$ cat config.mk
export PLATFORM = sky130hd
export DESIGN_NAME = npc_cell
export DESIGN_NICKNAME = d
export VERILOG_FILES = /design/src/nearest_palette_color_top_macros.svh /design/src/npc_pkg.sv /design/src/npc_cell.sv
export SDC_FILE = /design/constraint.sdc
export NUM_CORES = 1
export LEC_CHECK = 0
export ABC_CLOCK_PERIOD_IN_PS = 12100
export BUFFER_PORTS_ARGS = -buffer_cell sky130_fd_sc_hd__buf_2
export CAP_MARGIN = 25
export CORE_AREA = 2 2 179 251
export CTS_CLUSTER_SIZE = 8
export DETAILED_ROUTE_END_ITERATION = 7
export DIE_AREA = 0 0 181 253
export GPL_ROUTABILITY_DRIVEN = 0
export PLACE_DENSITY_LB_ADDON = 0.3
export RECOVER_POWER = 25
export SYNTH_ARGS = -nofsm -noshare
export SYNTH_HDL_FRONTEND = slang
export SYNTH_SLANG_ARGS = --single-unit
$ cat constraint.sdc
create_clock -name clock -period 12.1 [get_ports clock]
set_input_delay 2.42 -clock clock [delete_from_list [all_inputs] [get_ports clock]]
set_output_delay 2.42 -clock clock [all_outputs]
set_load 0.1 [all_outputs]
$ cat src/nearest_palette_color_top_macros.svh
// ---------------------------------------------------------------------------
// Assertion macros for the palette quantizer
// ---------------------------------------------------------------------------
`ifndef NEAREST_PALETTE_COLOR_TOP_MACROS_SVH
`define NEAREST_PALETTE_COLOR_TOP_MACROS_SVH

// antecedent implies consequent in the same cycle
`define NPC_ASSERT_SAME(label, clk, rst, ante, cons) \
   label: assert property (@(posedge clk) disable iff (rst) (ante) |-> (cons)) \
      else $error("npc check failed");

// antecedent implies consequent in the following cycle
`define NPC_ASSERT_NEXT(label, clk, rst, ante, cons) \
   label: assert property (@(posedge clk) disable iff (rst) (ante) |=> (cons)) \
      else $error("npc check failed");

`endif

$ cat src/npc_pkg.sv
`timescale 1ns / 1ps
// ---------------------------------------------------------------------------
// npc_pkg
// Shared types and constants for the nearest palette color quantizer.
// ---------------------------------------------------------------------------
package npc_pkg;

   localparam int PALETTE_DEPTH_DEFAULT = 256;
   localparam int SLOT_W                = 8;
   localparam int SLOT_SPACE            = 1 << SLOT_W;
   localparam int CHAN_W                = 8;
   localparam int COUNT_W               = 9;
   // max distance is 3*255*255 = 195075, fits in 18 bits
   localparam int DIST_W                = 18;
   // all ones is above any distance, so the first active cell always wins
   localparam logic [DIST_W-1:0] START_BOUND = '1;

   localparam logic KIND_LOAD  = 1'b0;
   localparam logic KIND_PIXEL = 1'b1;

   typedef struct packed {
      logic              valid;
      logic              kind;
      logic [SLOT_W-1:0] slot;
      logic [CHAN_W-1:0] red;
      logic [CHAN_W-1:0] green;
      logic [CHAN_W-1:0] blue;
      logic [DIST_W-1:0] best_dist;
      logic [SLOT_W-1:0] best_code;
   } item_type;

endpackage

$ cat src/npc_cell.sv
`timescale 1ns / 1ps
// ---------------------------------------------------------------------------
// npc_cell
// One palette slot: holds its entry, updates the running best for pixels.
// ---------------------------------------------------------------------------
module npc_cell #(
   parameter int CELL_INDEX = 0
) (
   input  logic                           clock,
   input  logic                           reset,
   input  logic                           advance_i,
   input  logic [npc_pkg::COUNT_W-1:0]    count_i,
   input  npc_pkg::item_type              item_i,
   output npc_pkg::item_type              item_o
);

   localparam logic [npc_pkg::SLOT_W-1:0] CELL_SLOT = npc_pkg::SLOT_W'(CELL_INDEX);

   npc_pkg::item_type                     item_ff;
   npc_pkg::item_type                     item_in;
   logic [3*npc_pkg::CHAN_W-1:0]          entry_ff;

   logic [npc_pkg::CHAN_W-1:0]            diff_r;
   logic [npc_pkg::CHAN_W-1:0]            diff_g;
   logic [npc_pkg::CHAN_W-1:0]            diff_b;
   logic [npc_pkg::DIST_W-1:0]            pixel_dist;
   logic                                  active;
   logic                                  load_hit;

   function automatic logic [npc_pkg::CHAN_W-1:0] abs_diff(
      input logic [npc_pkg::CHAN_W-1:0] a,
      input logic [npc_pkg::CHAN_W-1:0] b
   );
      abs_diff = (a > b) ? (a - b) : (b - a);
   endfunction

   assign diff_r = abs_diff(item_i.red,   entry_ff[3*npc_pkg::CHAN_W-1:2*npc_pkg::CHAN_W]);
   assign diff_g = abs_diff(item_i.green, entry_ff[2*npc_pkg::CHAN_W-1:npc_pkg::CHAN_W]);
   assign diff_b = abs_diff(item_i.blue,  entry_ff[npc_pkg::CHAN_W-1:0]);

   assign pixel_dist = npc_pkg::DIST_W'(diff_r * diff_r)
                     + npc_pkg::DIST_W'(diff_g * diff_g)
                     + npc_pkg::DIST_W'(diff_b * diff_b);

   assign active   = {1'b0, CELL_SLOT} < count_i;
   assign load_hit = item_i.valid && (item_i.kind == npc_pkg::KIND_LOAD)
                     && (item_i.slot == CELL_SLOT);

   always_comb begin
      item_in = item_i;
      // strict compare keeps the lower slot on a tie
      if (item_i.kind == npc_pkg::KIND_PIXEL && active && pixel_dist < item_i.best_dist) begin
         item_in.best_dist = pixel_dist;
         item_in.best_code = CELL_SLOT;
      end
   end

   always_ff @(posedge clock) begin
      if (reset) begin
         item_ff.valid <= 1'b0;
      end else if (advance_i) begin
         item_ff <= item_in;
      end
   end

   always_ff @(posedge clock) begin
      if (advance_i && load_hit) begin
         entry_ff <= {item_i.red, item_i.green, item_i.blue};
      end
   end

   assign item_o = item_ff;

endmodule

Yosys cells after proc, flatten, opt, wreduce, memory -nomap -nowiden
Cells that the tools add are included.
{"block": "word_totals", "reg_bits": 84, "in_bits": 72, "output_inout_bits": 60, "word_cells": 38}
{"block": "op_classes", "add_sub_neg": 8, "mul": 3, "order_cmp": 5, "muxes": 4, "n_bitwise": 2, "n_reduce_logical": 7}
{"operator": "8-bit by 8-bit multiplier with 16-bit output", "n": 3}
{"operator": "8-bit subtractor", "n": 6}
{"operator": "26-bit two-way mux", "n": 1}
{"operator": "8-bit greater-than comparator", "n": 3}
{"operator": "8-bit two-way mux", "n": 3}
{"operator": "17-bit by 16-bit adder with 18-bit output", "n": 1}
{"operator": "18-bit < comparator", "n": 1}
{"operator": "16-bit by 16-bit adder with 17-bit output", "n": 1}
{"operator": "1-bit by 9-bit < comparator with 1-bit output, first input constant", "n": 1}
{"operator": "8-bit zero test", "n": 1}
{"operator": "1-bit logical AND", "n": 5}
{"operator": "1-bit inverter", "n": 2}
{"operator": "2-bit AND reduction", "n": 1}

Longest topological paths before layout
Gate-level depths: netlist of run 1.
{"block": "depth", "depth_word": 8, "mapped_depth": 43, "ltp_nobuf": 40}

Least setup slack after synthesis of run 1
No wires, ideal clock.
{"block": "synth_path", "kind": "input -> register", "start": "in item_i[42] (netlist bit)", "end": "reg item_ff, in the netlist item_o[16] (data pin)", "setup_time_ns": 0.260, "arrival_ns": 11.141, "t_required_ns": 11.840, "slack_ns": 0.699, "stages": 36, "n_path_buf": 2, "cell_sequence": "inv_1 -> ha_1 -> inv_1 -> fa_1 -> a21o_1 -> a221oi_2 -> o21a_2 -> a21oi_4 -> mux2i_1 -> xnor2_1 -> nor2_1 -> fa_1 -> fa_1 -> inv_1 -> fa_1 -> fa_1 -> inv_1 -> fa_1 -> fa_1 -> inv_1 -> fa_1 -> inv_1 -> ha_1 -> and3_1 -> a221oi_1 -> inv_1 -> a21oi_1 -> o21ai_0 -> xor2_1 -> ha_1 -> nand4_1 -> a2111oi_0 -> a21o_1 -> buf_2 -> buf_2 -> mux2_2"}
{"element": "from (decl)", "line_no": "npc_cell.sv:13", "rtl": "input npc_pkg::item_type item_i,"}
{"element": "to (signal assigned)", "line_no": "npc_cell.sv:62", "rtl": "item_ff <= item_in;"}
{"element": "to (decl)", "line_no": "npc_cell.sv:19", "rtl": "npc_pkg::item_type item_ff;"}

==> results.ini, run 1 <==
[outcome]
outcome = finished clean

[yosys]
synthFlopType = edfxtp_1
synth_top_cell_by_area = fa_1
ys_ff_latch = 84
synth_area_um2 = 10730
synth_edf_count = 83
yosys_warnings = 0
yosysSeqAreaShare_pct = 23.42
synth_cells = 1048
async_reset_ff_share_pct = 0
yosys-top-cells-area = fa_1, edfxtp_1, ha_1
synth.distinct_cells = 60
synth_top_cell_area_share_pct = 25.94
avgSynthCellArea_um2 = 10.24
synth_fp_nets = 1400

[route]
firstDrtPassIters = 4
route.detailed.drc = 0
wl_per_cell_um = 13.96
via_count = 7423
wl_mm = 24.60
drt_iter0_drc = 210
antenna_left = 0
viasPerCell = 4.213

[clock_tree]
clock_latency_ps = 390
postCtsSetupBuffers = 0
h-tree-depth = 3
cts_tree = yes
clk_pin_slew_ps = 60
cts_sinks = 84
ctsHoldBuffers = 0
clockRootBuffer = clkbuf_16
cts_made_buffers = 9
clock_path_buffers = 2
cts_resized = 0

[die]
num_rows = 91
die_y_um = 253
start_util_pct = 24.53
dieArea_um2 = 45790
core-area_um2 = 43720
ios = 132
die_w_um = 181

[sta]
hold_viol_final = 0
worstMarginPinSlew_ps = 947.2
rsz0062_at_grt = false
slew_headroom_pct = 36.72
finalCriticalPeriod_ps = 11480
finClkSkew_ps = 7.017
period_share_pct = 94.90
max_freq_mhz = 87.09
report.final.slew_viol_count = 0
setup_violations = 0
tns_ps = 0

[finish]
drive_gt1_share_pct = 16.61
fin_area_um2 = 12560
final_cell_mix = inv_1, fa_1, ha_1, buf_2, edfxtp_1
diodes = 0
final_cells = 1762
fin_nets = 1551
layout_commonest_cell = inv_1
utilization_pct = 28.73
area_growth_pct = 17.10

[worst_setup_path]
cp_data_arrival_time_ps = 11620
cp_slowest_cell = fa_1
critPathMaxStageDelay_ps = 550
cp-end-kind = flop
cp_max_fo = 25
crit_path_start_kind = input port
path_class = in2reg
cp.required_ps = 12230
crit_top_cell = fa_1

[grt]
gr-total-overflow = 0
grt_antenna_before_repair = 0
grt_max_degree = 36
grt_pass1_vias = 7872
grt_pass1_wl_mm = 39.71
track_usage_pct = 11.33

[placement]
portBuffers = 131
hpwlAfterDp_mm = 21.25
placement.cell_area_um2 = 12220
dp_cells = 1746

[run]
cap_violations = 0

[min_path]
hp-class = reg2reg

-- cells in the mapped netlist, drive strengths merged, types with 2 or more instances --
cell / instances
mux2: 17
buf: 13
nand2b: 14
o21ai: 15
nor2b: 4
nand4: 9
a2111oi: 2
o2111ai: 2
o21bai: 8
nand2: 39
or2: 6
and2: 16
nor2: 78
a21oi: 42
a221o: 2
clkbuf: 5
a211o: 2
fa: 139
o31ai: 2
a31oi: 5
a211oi: 9
xor2: 15
inv: 272
nor3: 3
mux2i: 16
xnor2: 20
ha: 141
o21a: 6
edfxtp: 83
nor4: 3
a21o: 26
a21boi: 4
nand3b: 2
and3: 7
a221oi: 4
nand3: 6
and4: 2
-- path summary, 6_finish.rpt --
kind / cells after the start / startpoint / to / slack (ps)
worst max-delay path: 39 / item_i[42] / item_o[8]$_DFFE_PP_ / 620
worst min-delay path: 2 / item_o[59]$_SDFFE_PP0P_ / item_o[59]$_SDFFE_PP0P_ / 500
worst max register to register: 35 / entry_ff[19]$_DFFE_PP_ / item_o[8]$_DFFE_PP_ / 2400
worst min register to register: 2 / item_o[59]$_SDFFE_PP0P_ / item_o[59]$_SDFFE_PP0P_ / 500
-- cell families (layout without fill, tap and decap cells) --
family	after synthesis	in the layout	share of synthesized area (%)
xor gates and xnor gates	35	35	3.383
and+or+nand+nor	190	190	8.317
AOI/OAI and AO/OA	136	136	8.865
adders and majority gates	280	280	42.39
muxes	33	33	3.313
DFF	84	84	23.42
buffers and inverters	290	446	10.31
-- state kept, by name (all words and copies together), names as in the netlist --
register and cells:
item_o 60, entry_ff 24
-- through the flow --
step | hold WS [ps] | worst slack [ps]
floorplan | 970.5 | 699.1
global placement | 474.1 | 90.27
detailed placement | 494.0 | 1.167
CTS | 510.1 | 416.2
global route | 552.2 | 14.13
finish | 500.6 | 617.3
-- critical path: cells and delay by family --
family	cells	cell delay [ps]
fa+ha+maj	11	4620
compound gates	12	2280
mux	2	620
buf+inv	10	870
xor+xnor	2	470
simple gates	2	330
-- metal layers --
| layer | vias to the layer above | GRT usage (%) | share of wire, % |
|---|---|---|---|
| met1 | 3652 | 11.81 | 40 |
| met2 | 103 | 22.19 | 55 |
| met5 | - | 0 | 0 |
| met4 | 0 | 4.390 | 2.1 |
| li1 | 3648 | - | - |
| met3 | 20 | 2.172 | 3.2 |
-- cell type report --
type	count	area (um^2)
Sequential cell	84	2512
Inverter	272	1021
Clock inverter	5	85.08
Fill cell	4666	31160
Timing Repair Buffer	158	843.3
Multi-Input combinational cell	674	7158
Clock buffer	11	242.7
Tap cell	558	698.2
Power of run 1 is not shown: default switching activity piles up to over one toggle a cycle in this logic, so the estimate is an artifact.
==> run 2: changes to the inputs <==
- BUFFER_PORTS_ARGS: -buffer_cell sky130_fd_sc_hd__buf_2 -> -buffer_cell sky130_fd_sc_hd__clkbuf_2
==> results.ini, run 2 (same netlist as run 1, synthesis figures left out) <==
[route]
firstDrtPassIters = 4
wl_per_cell_um = 14.04
via_count = 7430
route.detailed.drc = 0
met1_length_mm = 9.878
antenna_left = 0
routed-wl-met2_mm = 13.52
dr_wl_met3_um = 697
wl_mm = 24.75
viasPerCell = 4.214
maxUsedRoutingLayer = met4
drt_iter0_drc = 183

[sta]
report.final.slew_viol_count = 0
hold_viol_final = 0
rsz0062_at_grt = false
period_share_pct = 94.58
finalCriticalPeriod_ps = 11440
finClkSkew_ps = 11.55
setup_violations = 0
max_freq_mhz = 87.38
tns_ps = 0
slew_headroom_pct = 37.70
worstMarginPinSlew_ps = 932.5
final.setup.worst_slack_ps = 655.9

[min_path]
hold_end = item_o[59]$_SDFFE_PP0P_
holdPathStages = 2
hp-class = reg2reg
hp-start = item_o[59]$_SDFFE_PP0P_

[grt]
grt_pass1_wl_mm = 40.43
gr-total-overflow = 0
grt_antenna_before_repair = 0
grt_pass1_vias = 8091
track_usage_pct = 11.46
grt_max_degree = 36

[worst_setup_path]
cp_max_fo = 25
path_class = in2reg
crit_path_start_kind = input port
critPathMaxStageDelay_ps = 540
crit_top_cell = fa_1
cp_slowest_cell = fa_1
cp.required_ps = 12230
r2r_slack_ps = 2500
r2r_cells = 35
crit-reg2reg-launch = entry_ff[16]$_DFFE_PP_
worstReg2RegEnd = item_o[15]$_DFFE_PP_
cp_data_arrival_time_ps = 11570
cp-end-kind = flop

[clock_tree]
clock_latency_ps = 380
clock_path_buffers = 2
cts_tree = yes
cts_sinks = 84
clk_pin_slew_ps = 70
h-tree-depth = 3
cts_made_buffers = 9
clockRootBuffer = clkbuf_16

[die]
ios = 132
start_util_pct = 24.53
num_rows = 91
core-area_um2 = 43720
die_y_um = 253
dieArea_um2 = 45790
die_w_um = 181

[finish]
utilization_pct = 28.59
final_cells = 1763
final_cell_mix = inv_1, ha_1, fa_1, clkbuf_2, edfxtp_1
seqCellArea_um2 = 2512
area_growth_pct = 16.54
largest_reg_flops = 60
diodes = 0
layout_commonest_cell = inv_1
fin_nets = 1552
fill_cells = 4679
drive_gt1_share_pct = 16.35
multi_input_area_um2 = 7146

[placement]
preCtsSetupSlack_ps = -92.22
dp_cells = 1746
portBuffers = 131
hpwlAfterDp_mm = 21.34

[run]
cap_violations = 0

[outcome]
outcome = finished clean

-- run 2: metrics by stage --
stage | hold WS (ps) | instance area, um^2
final | 504.5 | 12500
after global routing | 556.8 | 12500
after CTS | 512.3 | 12500
after detailed placement | 494.7 | 12220
after global placement | 480.1 | 12220
after floorplan | 970.5 | 10730
-- run 2: area by class of cell --
cell class                 instances  area share [%]
inverter                         272           8.167
clock inverter                     6          0.3703
sequential                        84           20.10
clock buffer                      10           1.832
multi-input combinational        674           57.16
timing repair buffer             159           6.786
tap                              558           5.585
-- run 2: worst max path at each step --
stage / from / to / slack (ps) / depth (start not counted)
3_5_place_dp: item_i[34] / item_o[21]$_DFFE_PP_ / -90 / 34
4_1_cts: item_i[34] / item_o[15]$_DFFE_PP_ / 290 / 34
6_report: item_i[46] / item_o[15]$_DFFE_PP_ / 660 / 35
5_1_grt: item_i[42] / item_o[15]$_DFFE_PP_ / 6 / 37
2_1_floorplan: item_i[42] / item_o[16]$_DFFE_PP_ / 700 / 36
3_3_place_gp: item_i[34] / item_o[11]$_DFFE_PP_ / -20 / 34
-- run 2: per-layer routing --
layer / GRT usage [%] / vias up
met5: 0 / -
met4: 4.715 / 0
met3: 2.229 / 26
met2: 22.15 / 122
met1: 12.03 / 3638
li1: - / 3644
-- run 2: timing repair --
| action | in CTS | in global routing |
|---|---|---|
| setup buffers | 0 | 1 |
| resized for setup | 0 | 4 |
| setup endpoints to repair | 0 | 26 |
| endpoints found under the hold margin | 0 | 0 |
| hold buffers | 0 | 0 |
-- run 2: critical path, delay by kind of cell --
kind | cells | cell delay [ps]
AND/OR/NAND/NOR | 3 | 470
buffers and inverters | 9 | 860
XOR/XNOR | 2 | 430
multiplexers | 2 | 780
adder cells (fa/ha/maj) | 10 | 4550
AO/OA/AOI/OAI | 9 | 2040
Power of run 2 is left out for the same reason.
==> run 3: changes to the inputs <==
- ABC_AREA: not set -> 1
- CORE_AREA: 2 2 179 251 -> 2 2 185 259
- DIE_AREA: 0 0 181 253 -> 0 0 187 261
==> results.ini, run 3 <==
[sta]
worstMarginPinSlew_ps = 869.2
tns_ps = 0
setup_violations = 0
finClkSkew_ps = 9.511
report.final.slew_viol_count = 0
slew_headroom_pct = 42.05
finalCriticalPeriod_ps = 10800
hold_viol_final = 0
period_share_pct = 89.29
max_freq_mhz = 92.56
rsz0062_at_grt = false

[yosys]
synth_edf_count = 83
synth_cells = 1360
yosys_warnings = 0
avgSynthCellArea_um2 = 8.458
yosysMostFrequentCell = inv_1
synth_top_cell_by_area = fa_1
synth_top_cell_area_share_pct = 24.19
synthFlopType = edfxtp_1
synth_common_cells = inv_1, nand2_1, ha_1
ys_ff_latch = 84
yosysSeqAreaShare_pct = 21.84
synth_area_um2 = 11500
yosys-top-cells-area = fa_1, edfxtp_1, ha_1
async_reset_ff_share_pct = 0
synth_fp_nets = 1712
synth.distinct_cells = 38

[outcome]
outcome = finished clean

[clock_tree]
clockRootBuffer = clkbuf_16
postCtsSetupBuffers = 0
cts_resized = 0
cts_sinks = 84
clk_pin_slew_ps = 70
cts_made_buffers = 9
ctsHoldBuffers = 0
clock_path_buffers = 2
clock_latency_ps = 390
h-tree-depth = 3
cts_tree = yes

[route]
drt_iter0_drc = 341
antenna_left = 0
wl_per_cell_um = 12.98
via_count = 8624
viasPerCell = 4.062
route.detailed.drc = 0
wl_mm = 27.55
firstDrtPassIters = 5

[die]
start_util_pct = 24.64
dieArea_um2 = 48810
die_w_um = 187
die_y_um = 261
num_rows = 94
core-area_um2 = 46690
ios = 132

[grt]
track_usage_pct = 12.02
grt_pass1_vias = 9261
grt_max_degree = 60
gr-total-overflow = 0
grt_pass1_wl_mm = 45.77
grt.busiest_layer = met2
met2_usage_pct = 22.69
grt.met3_usage_pct = 1.702
grt_antenna_before_repair = 0
met1_usage_pct = 12.76

[worst_setup_path]
r2r_slack_ps = 3200
crit_path_start_kind = input port
critPathMaxStageDelay_ps = 540
cp_slowest_cell = fa_1
cp-end-kind = flop
critPathLaunch = item_i[26]
path_class = in2reg
crit_end = item_o[21]$_DFFE_PP_
r2r_cells = 36
crit-reg2reg-launch = entry_ff[3]$_DFFE_PP_
cp_data_arrival_time_ps = 10950
worstReg2RegEnd = item_o[21]$_DFFE_PP_
cp_max_fo = 14
crit_top_cell = nand2_1
cp.required_ps = 12250

[placement]
hpwlAfterDp_mm = 23.53
portBuffers = 131

[run]
cap_violations = 0

[finish]
largest_reg_flops = 60
area_growth_pct = 14.67
final_cell_mix = inv_1, nand2_1, ha_1, fa_1, clkbuf_2
diodes = 0
drive_gt1_share_pct = 13.34
fin_nets = 1846
layout_commonest_cell = inv_1

[min_path]
hp-class = reg2reg
holdPathStages = 2

==> run 3: changes by cell type after synthesis, moves of 23 or more <==
cell     delta
a21o_1     -23
inv_1      +80
nand2_1   +253
nand2_2    +28
nand3_1    +36
==> run 3: worst min-delay path by stage <==
stage / end / slack (ps) / startpoint
after floorplan: item_o[59]$_SDFFE_PP0P_ / 890 / item_o[59]$_SDFFE_PP0P_
after detailed placement: item_o[59]$_SDFFE_PP0P_ / 460 / item_o[59]$_SDFFE_PP0P_
after global placement: item_o[59]$_SDFFE_PP0P_ / 450 / item_o[59]$_SDFFE_PP0P_
after global routing: item_o[59]$_SDFFE_PP0P_ / 490 / item_o[59]$_SDFFE_PP0P_
final: item_o[59]$_SDFFE_PP0P_ / 460 / item_o[59]$_SDFFE_PP0P_
after CTS: item_o[59]$_SDFFE_PP0P_ / 470 / item_o[59]$_SDFFE_PP0P_
==> run 3: per-stage QoR <==
step	setup WS, ps	util [%]	hold WS [ps]	std cells	area (um^2)
after floorplan	2133	-	893.4	1360	11500
after global routing	462.6	28.25	490.4	2123	13190
after global placement	937.8	27.65	447.0	2107	12910
after CTS	1271	28.34	467.3	2123	13230
after detailed placement	861.9	27.65	458.0	2107	12910
final	1296	28.25	464.3	2123	13190
==> run 3: metal layers <==
| metal | up-vias | share of wire [%] |
|---|---|---|
| li1 | 4380 | - |
| met3 | 44 | 2.9 |
| met1 | 4038 | 40 |
| met5 | - | 0 |
| met4 | 0 | 4.4 |
| met2 | 162 | 53 |
==> run 3: logic make-up after synthesis <==
logic type | after synthesis | synth area share (%)
adder cells (fa/ha/maj) | 280 | 39.53
buffers and inverters | 369 | 12.31
XOR/XNOR | 26 | 1.980
AND/OR/NAND/NOR | 516 | 19.82
AO/OA/AOI/OAI | 85 | 4.525
flip-flops | 84 | 21.84
==> run 3: area by class of cell <==
class	instances	area, um^2
Inverter	358	1349
Tap cell	624	780.7
Fill cell	5043	33500
Clock buffer	9	225.2
Sequential cell	84	2512
Multi-Input combinational cell	907	7589
Clock inverter	7	97.59
Timing Repair Buffer	134	638.1
==> run 3: worst max-delay path: cells and delay by family <==
| kind | cells | cell delay, ps |
|---|---|---|
| AOI/OAI and AO/OA | 5 | 830 |
| buffers and inverters | 9 | 1090 |
| and+or+nand+nor | 15 | 1910 |
| adders and majority gates | 11 | 4680 |
Power of run 3 is left out for the same reason.
